--- config.mk ---
export PLATFORM = sky130hd
export DESIGN_NAME = mfe_cell
export DESIGN_NICKNAME = d
export VERILOG_FILES = /design/src/sv/mfe_pkg.sv /design/src/sv/mfe_cell.sv
export SDC_FILE = /design/constraint.sdc
export NUM_CORES = 1
export LEC_CHECK = 0
export ABC_AREA = 1
export BUFFER_PORTS_ARGS = -buffer_cell sky130_fd_sc_hd__buf_2
export CAP_MARGIN = 20
export CORE_MARGIN = 4
export CORE_UTILIZATION = 30
export CTS_BUF_LIST = sky130_fd_sc_hd__clkbuf_8 sky130_fd_sc_hd__clkbuf_16
export CTS_CLUSTER_DIAMETER = 100
export DETAILED_ROUTE_END_ITERATION = 10
export MAX_ROUTING_LAYER = met4
export PLACE_DENSITY = 0.61
export SLEW_MARGIN = 20
export SYNTH_ARGS = -nofsm -noshare
export SYNTH_HDL_FRONTEND = slang
export SYNTH_SLANG_ARGS = --single-unit
--- constraint.sdc ---
create_clock -name aclk -period 4.9 [get_ports aclk]
set_input_delay 0.49 -clock aclk [delete_from_list [all_inputs] [get_ports aclk]]
set_output_delay 0.49 -clock aclk [all_outputs]
set_load 0.05 [all_outputs]
--- src/sv/mfe_pkg.sv ---
// ============================================================================
// mfe_pkg: shared types, codes and constants for the floor-extract store
// Holds the controller state type, the status and action codes, the control
// group that the controller hands to every cell, and the elaboration-time
// helpers that size the pipelined result tree.
// ============================================================================
package mfe_pkg;

    // Default sizes of the store.
    localparam int DEF_CAPACITY   = 1024;
    localparam int DEF_VALUE_BITS = 32;

    // Widths of the fixed stream fields.
    localparam int VALUE_FIELD_BITS  = 32;
    localparam int STATUS_FIELD_BITS = 2;

    // Item kinds carried on the input tuser.
    localparam logic ACTION_INSERT = 1'b0;
    localparam logic ACTION_QUERY  = 1'b1;

    // Result status codes carried on the output tuser.
    localparam logic [STATUS_FIELD_BITS-1:0] STATUS_INSERTED = 2'd0;
    localparam logic [STATUS_FIELD_BITS-1:0] STATUS_FULL     = 2'd1;
    localparam logic [STATUS_FIELD_BITS-1:0] STATUS_FOUND    = 2'd2;
    localparam logic [STATUS_FIELD_BITS-1:0] STATUS_NONE     = 2'd3;

    // Controller states.
    typedef enum logic [1:0] {
        ST_IDLE,
        ST_SHIFT,
        ST_TREE,
        ST_OUT
    } state_t;

    // Control group broadcast to every cell of the chain.
    typedef struct packed {
        logic cmp_en;   // capture the compare flags of a new transaction
        logic ins_en;   // open a gap and write the broadcast value
        logic del_en;   // close the gap left by the extracted value
    } cell_ctl_t;

    // Number of nodes on a given level of a radix-4 reduction tree.
    function automatic int tree_level_count(input int leaves, input int level);
        int c;
        c = leaves;
        for (int k = 0; k < level; k++) begin
            c = (c + 3) >> 2;
        end
        return c;
    endfunction

    // Number of registered reduction levels above the leaves.
    function automatic int tree_levels(input int leaves);
        int c;
        int l;
        c = leaves;
        l = 0;
        while (c > 1) begin
            c = (c + 3) >> 2;
            l++;
        end
        return l;
    endfunction

    // Index of the first node of a level in the flat node array.
    function automatic int tree_level_offset(input int leaves, input int level);
        int o;
        o = 0;
        for (int k = 0; k < level; k++) begin
            o = o + tree_level_count(leaves, k);
        end
        return o;
    endfunction

endpackage

--- src/sv/mfe_cell.sv ---
// ============================================================================
// mfe_cell: one slot of the sorted chain
// Holds one stored value, compares it with the broadcast value when a
// transaction is accepted, and shifts toward or away from its neighbors to
// insert a value or close the gap of an extracted one.
// ============================================================================
module mfe_cell #(
    parameter int VALUE_BITS = 32,
    parameter int FOUND_BITS = 32,
    parameter int OCC_BITS   = 11,
    parameter int INDEX      = 0
) (
    input  logic                  aclk,
    input  mfe_pkg::cell_ctl_t    ctl,
    input  logic [VALUE_BITS-1:0] cmp_value,    // value of the incoming transaction
    input  logic [VALUE_BITS-1:0] ins_value,    // value held for the shift cycle
    input  logic [OCC_BITS-1:0]   occ,
    input  logic [VALUE_BITS-1:0] left_value,
    input  logic                  left_le,
    input  logic [VALUE_BITS-1:0] right_value,
    input  logic                  right_le,
    output logic [VALUE_BITS-1:0] value_out,
    output logic                  le_out,
    output logic [FOUND_BITS-1:0] cand_out
);
    import mfe_pkg::*;

    logic [VALUE_BITS-1:0] value_reg;
    logic [VALUE_BITS-1:0] value_next;
    logic                  le_reg;
    logic                  le_next;
    logic                  in_use;
    logic                  at_pos;
    logic                  after_pos;

    // The cell takes part only while it lies below the fill level.
    assign in_use = (OCC_BITS'(INDEX) < occ);

    // Compare flag: this used cell holds a value not above the broadcast one.
    always_comb begin
        le_next = le_reg;
        if (ctl.cmp_en) begin
            le_next = in_use && (value_reg <= cmp_value);
        end
    end

    // Insert position is the first cell whose flag is clear; cells past it move up.
    assign at_pos    = !le_reg && left_le;
    assign after_pos = !left_le;

    // Shift update of the stored value.
    always_comb begin
        value_next = value_reg;
        if (ctl.ins_en) begin
            if (at_pos) begin
                value_next = ins_value;
            end else if (after_pos) begin
                value_next = left_value;
            end
        end else if (ctl.del_en) begin
            if (!right_le) begin
                value_next = right_value;
            end
        end
    end

    always_ff @(posedge aclk) begin
        value_reg <= value_next;
        le_reg    <= le_next;
    end

    // The last cell with its flag set holds the floor of the query.
    assign cand_out  = (le_reg && !right_le) ? FOUND_BITS'(value_reg) : '0;
    assign value_out = value_reg;
    assign le_out    = le_reg;

endmodule

Word level (Yosys, flattened, before mapping)
Cells that the tools add are included.
{"block": "totals", "regBits": 33, "in_bits": 145}
{"block": "op_classes", "order_cmp": 2, "eq_ne": 2, "muxes": 6, "reduce_logical": 7}
{"operator": "$mux 32", "count": 6}
{"operator": "$le 32x32->1", "count": 1}
{"operator": "$lt 1x11->1 const A", "count": 1}
{"operator": "$logic_and 1x1->1", "count": 3}
{"operator": "$ne 3x2->1 const B", "count": 1}
{"operator": "$reduce_and 3->1", "count": 1}
{"operator": "$logic_not 1->1", "count": 2}
{"operator": "$ne 2x2->1 const B", "count": 1}
{"operator": "$reduce_bool 2->1", "count": 1}

Logic depth before layout (Yosys ltp)
{"block": "depth", "ltp_word": 4, "ltp_mapped": 14}

Least setup slack after synthesis
OpenSTA, ideal clock, no wires.
{"block": "synth_timing", "kind": "register to register", "start": "register le_reg (netlist: le_out)", "end": "register value_reg[0] (netlist: value_out[0]) (enable)", "setup_ns": 0.441, "t_arrival_ns": 2.746, "required_ns": 4.459, "setup_slack_ns": 1.713, "stages_incl_launch_ff": 5, "path_buffers": 1, "period_less_slack_ns": 3.187, "cell_sequence": "edfxtp_1 nor2_4 inv_1 buf_4 a31oi_1"}
{"block": "synth_between", "elab_chain_len": 4}
{"element": "start: declaration", "line_no": "mfe_cell.sv:30", "source": "logic le_reg;"}
{"element": "start signal: assignment", "line_no": "mfe_cell.sv:69", "source": "le_reg <= le_next;"}
{"element": "$logic_not 1->1", "line_no": "mfe_cell.sv:48", "source": "assign at_pos = !le_reg && left_le;"}
{"element": "$logic_and 1x1->1", "line_no": "mfe_cell.sv:48"}
{"element": "$ne 3x2->1 (no line)"}
{"element": "$reduce_and 3->1 (no line)"}
{"element": "end signal: assignment", "line_no": "mfe_cell.sv:68", "source": "value_reg <= value_next;"}
{"element": "end: declaration", "line_no": "mfe_cell.sv:28", "source": "logic [VALUE_BITS-1:0] value_reg;"}
No other way between the ends.
A chain may end at the register's enable or synchronous reset.

Worst setup path after layout
{"block": "layout_timing", "start": "register le_reg (netlist: le_out)", "end": "register value_reg[17] (netlist: value_out[17]) (enable)"}
Same word-level chain as after synthesis.

==> flow_summary_export.csv <==
group,metric,value,unit
setup_path,worstPathMaxFanout,33,
global_route,globalRouteOverflowTotal,0,
layout,area_delta_synth_final,42.5,%
place,portBuffers,209,
global_route,grt.total_usage,16.6,%
setup_path,critPathLaunchType,"flop",
synthesis,syn_nets,574,
routing,ant_nets,0,
synthesis,synth_compound_area_share,10.7,%
timing,relSlewSlack,29.6,%
timing,setup_slack,2.37,ns
timing,max_freq,0.396,GHz
place,hpwl,7930,µm
clock_network,cts_buffers,5,
place,dp_slack,2.15,ns
routing,drtIter0Drc,127,
synthesis,synth_area,2850,µm²
clock_network,clock_sinks,33,
layout,fin_area,4070,µm²
setup_path,critPathKind,"flop to flop",
synthesis,synthMuxAreaShare,0,%
global_route,grt_start_max_net_pins,60,
floorplan,pin_count,210,
synthesis,synthCells,397,
synthesis,synth_top_cell_by_area,"edfxtp_1",
layout,final_cell_count_no_fill,729,
global_route,antenna_found_initial,0,
timing,final_hold_viol_count,0,
clock_network,cts_root_buf,"clkbuf_8",
clock_network,htreeDepth,2,
synthesis,ys_seq_elements,33,
layout,layout-drive-gt1-share,38.3,%
setup_path,rrSetupSlack,2.37,ns
routing,num_vias,3234,
timing,hold-worst-slack,0.415,ns
synthesis,yosysWarnings,0,
floorplan,core_area,9240,µm²
global_route,grt_first_pass_wirelength,14500,µm
setup_path,required,4.80,ns
synthesis,synth_cell_types,21,
synthesis,synth.avg_cell_area,7.19,µm²
synthesis,ys_top_cells_by_area,"edfxtp_1, ha_1, nand2_1",
synthesis,synth.top_cell.area_share,34.7,%
routing,wl_per_cell,12.9,µm
clock_network,clk_pin_slew,0.06,ns
timing,period_share,51.5,%
setup_path,critPathCaptureType,"flop",
power_and_ir_drop,peakVddDrop,0.000110,V
layout,layout.nets,776,
clock_network,cts_buffer_depth,2,
clock_network,post_cts_buffers,0,
timing,setup_viol,0,
timing,drv_slew,0,
setup_path,critPathSlowestCell,"a31oi_4",
clock_network,clk_latency,0.28,ns
routing,vias_per_cell,4.44,
run_status,outcome,"finished clean",
clock_network,cts_resized,0,
timing,fin_crit,2.53,ns
place,place_congestion,0.841,
flow_run,cap_violations,0,
min_path,holdCritPathClass,"input pin to flop",
timing,setup_tns,0,ns
place,dp_cells,721,
layout,antenna_cells,0,
timing,worst_pin_slew,1.06,ns
timing,rsz0062_at_grt,"no",
routing,wl,9370,µm
layout,final_util,44.0,%
floorplan,die-area,11100,µm²
power_and_ir_drop,cellLeakagePower,2.35,nW
synthesis,synthSimpleGateAreaFrac,26.7,%
floorplan,die_h,106,µm
global_route,grt_pass1_vias,3166,
floorplan,die_width,106,µm
timing,finClkSkew,0.00908,ns
synthesis,synth_top_family_by_area,"simple AND/OR/NAND/NOR gates",
floorplan,initial_core_util,30.9,%
place,placed_area,3990,µm²
floorplan,row_count,35,
setup_path,slowest_delay,0.86,ns
synthesis,yosys.area_share.adder,14.0,%
power_and_ir_drop,power.total,1.01,mW
routing,drc,0,
setup_path,path_cells,"nor2_4 > inv_1 > a31oi_4",
routing,firstDrtPassIters,4,
clock_network,cts_tree,"done",
synthesis,synth_xor_area_share,0,%
setup_path,crit_arrival,2.42,ns
synthesis,synth-seq-area-share,34.7,%
clock_network,postCtsHoldBufs,0,
power_and_ir_drop,p_per_area,248,nW/µm²
where the power goes:
part           leakage [nW]  switching [mW]  internal (mW)
Clock                0.0430          0.0935         0.0955
Sequential            0.319          0.0259          0.349
Combinational          1.99           0.307          0.137
Total                  2.35           0.426          0.581
placed cells by master (no fill, tap or decap), types with 5 or more instances in the layout:
| master | synthesis | final |
|---|---|---|
| buf_2 | 6 | 209 |
| nand2_1 | 103 | 103 |
| inv_1 | 75 | 75 |
| nor2_1 | 66 | 66 |
| edfxtp_1 | 33 | 33 |
| a31oi_1 | 33 | 32 |
| ha_1 | 32 | 32 |
| a21oi_1 | 15 | 15 |
| nor2_2 | 9 | 9 |
| clkbuf_8 | 0 | 5 |
cell usage after synthesis:
library cell	n
buf_1	1
edfxtp_1	33
buf_6	4
nor4_1	3
clkbuf_1	3
o21ai_0	2
nor2_4	2
buf_2	6
nor2_2	9
a21o_1	1
nand3_1	2
a21oi_1	15
o21a_1	1
a31oi_1	33
buf_4	3
or2_1	1
ha_1	32
nand4_1	2
nor2_1	66
inv_1	75
nand2_1	103
flip-flops by register name, indices dropped and copies added, names as in the netlist:
name	count
le_out	1
value_out	32
per-layer routing:
layer  vias to the layer above  track usage (%)  share of wire (%)  wire length (µm)
met5                         -                -                  0                 0
met4                         0             3.79               0.96                90
met3                         6             2.45                4.9               460
met2                        98             32.0                 56              5220
met1                      1460             17.8                 38              3600
li1                       1670                -                  -                 -
layout make-up:
class / instances / area [µm²]
flip-flops and latches: 33 / 991
well taps: 129 / 161
inverters: 75 / 282
clock buffers: 5 / 68.8
fillers: 991 / 5170
clock inverters: 3 / 12.5
repair buffers: 212 / 1070
multi-input cells: 272 / 1480
path summary, 6_finish.rpt:
check | cells after the start | end | startpoint
max reg2reg | 3 | value_out[17]$_DFFE_PP_ | le_out$_DFFE_PP_
min reg2reg | 3 | value_out[19]$_DFFE_PP_ | le_out$_DFFE_PP_
min | 1 | le_out$_DFFE_PP_ | ctl[2]
max | 3 | value_out[17]$_DFFE_PP_ | le_out$_DFFE_PP_
logic make-up after synthesis:
group / after synthesis
AOI/OAI and AO/OA: 52
adders and majority gates: 32
buffers and inverters: 92
DFF: 33
and+or+nand+nor: 188
critical path, delay by kind of cell, from the launching register on:
family | cells | cell delay (ns)
AND/OR/NAND/NOR | 1 | 0.62
AO/OA/AOI/OAI | 1 | 0.86
buffers and inverters | 1 | 0.20
flip-flops | 1 | 0.45
Power figures use the tool's default switching activity.
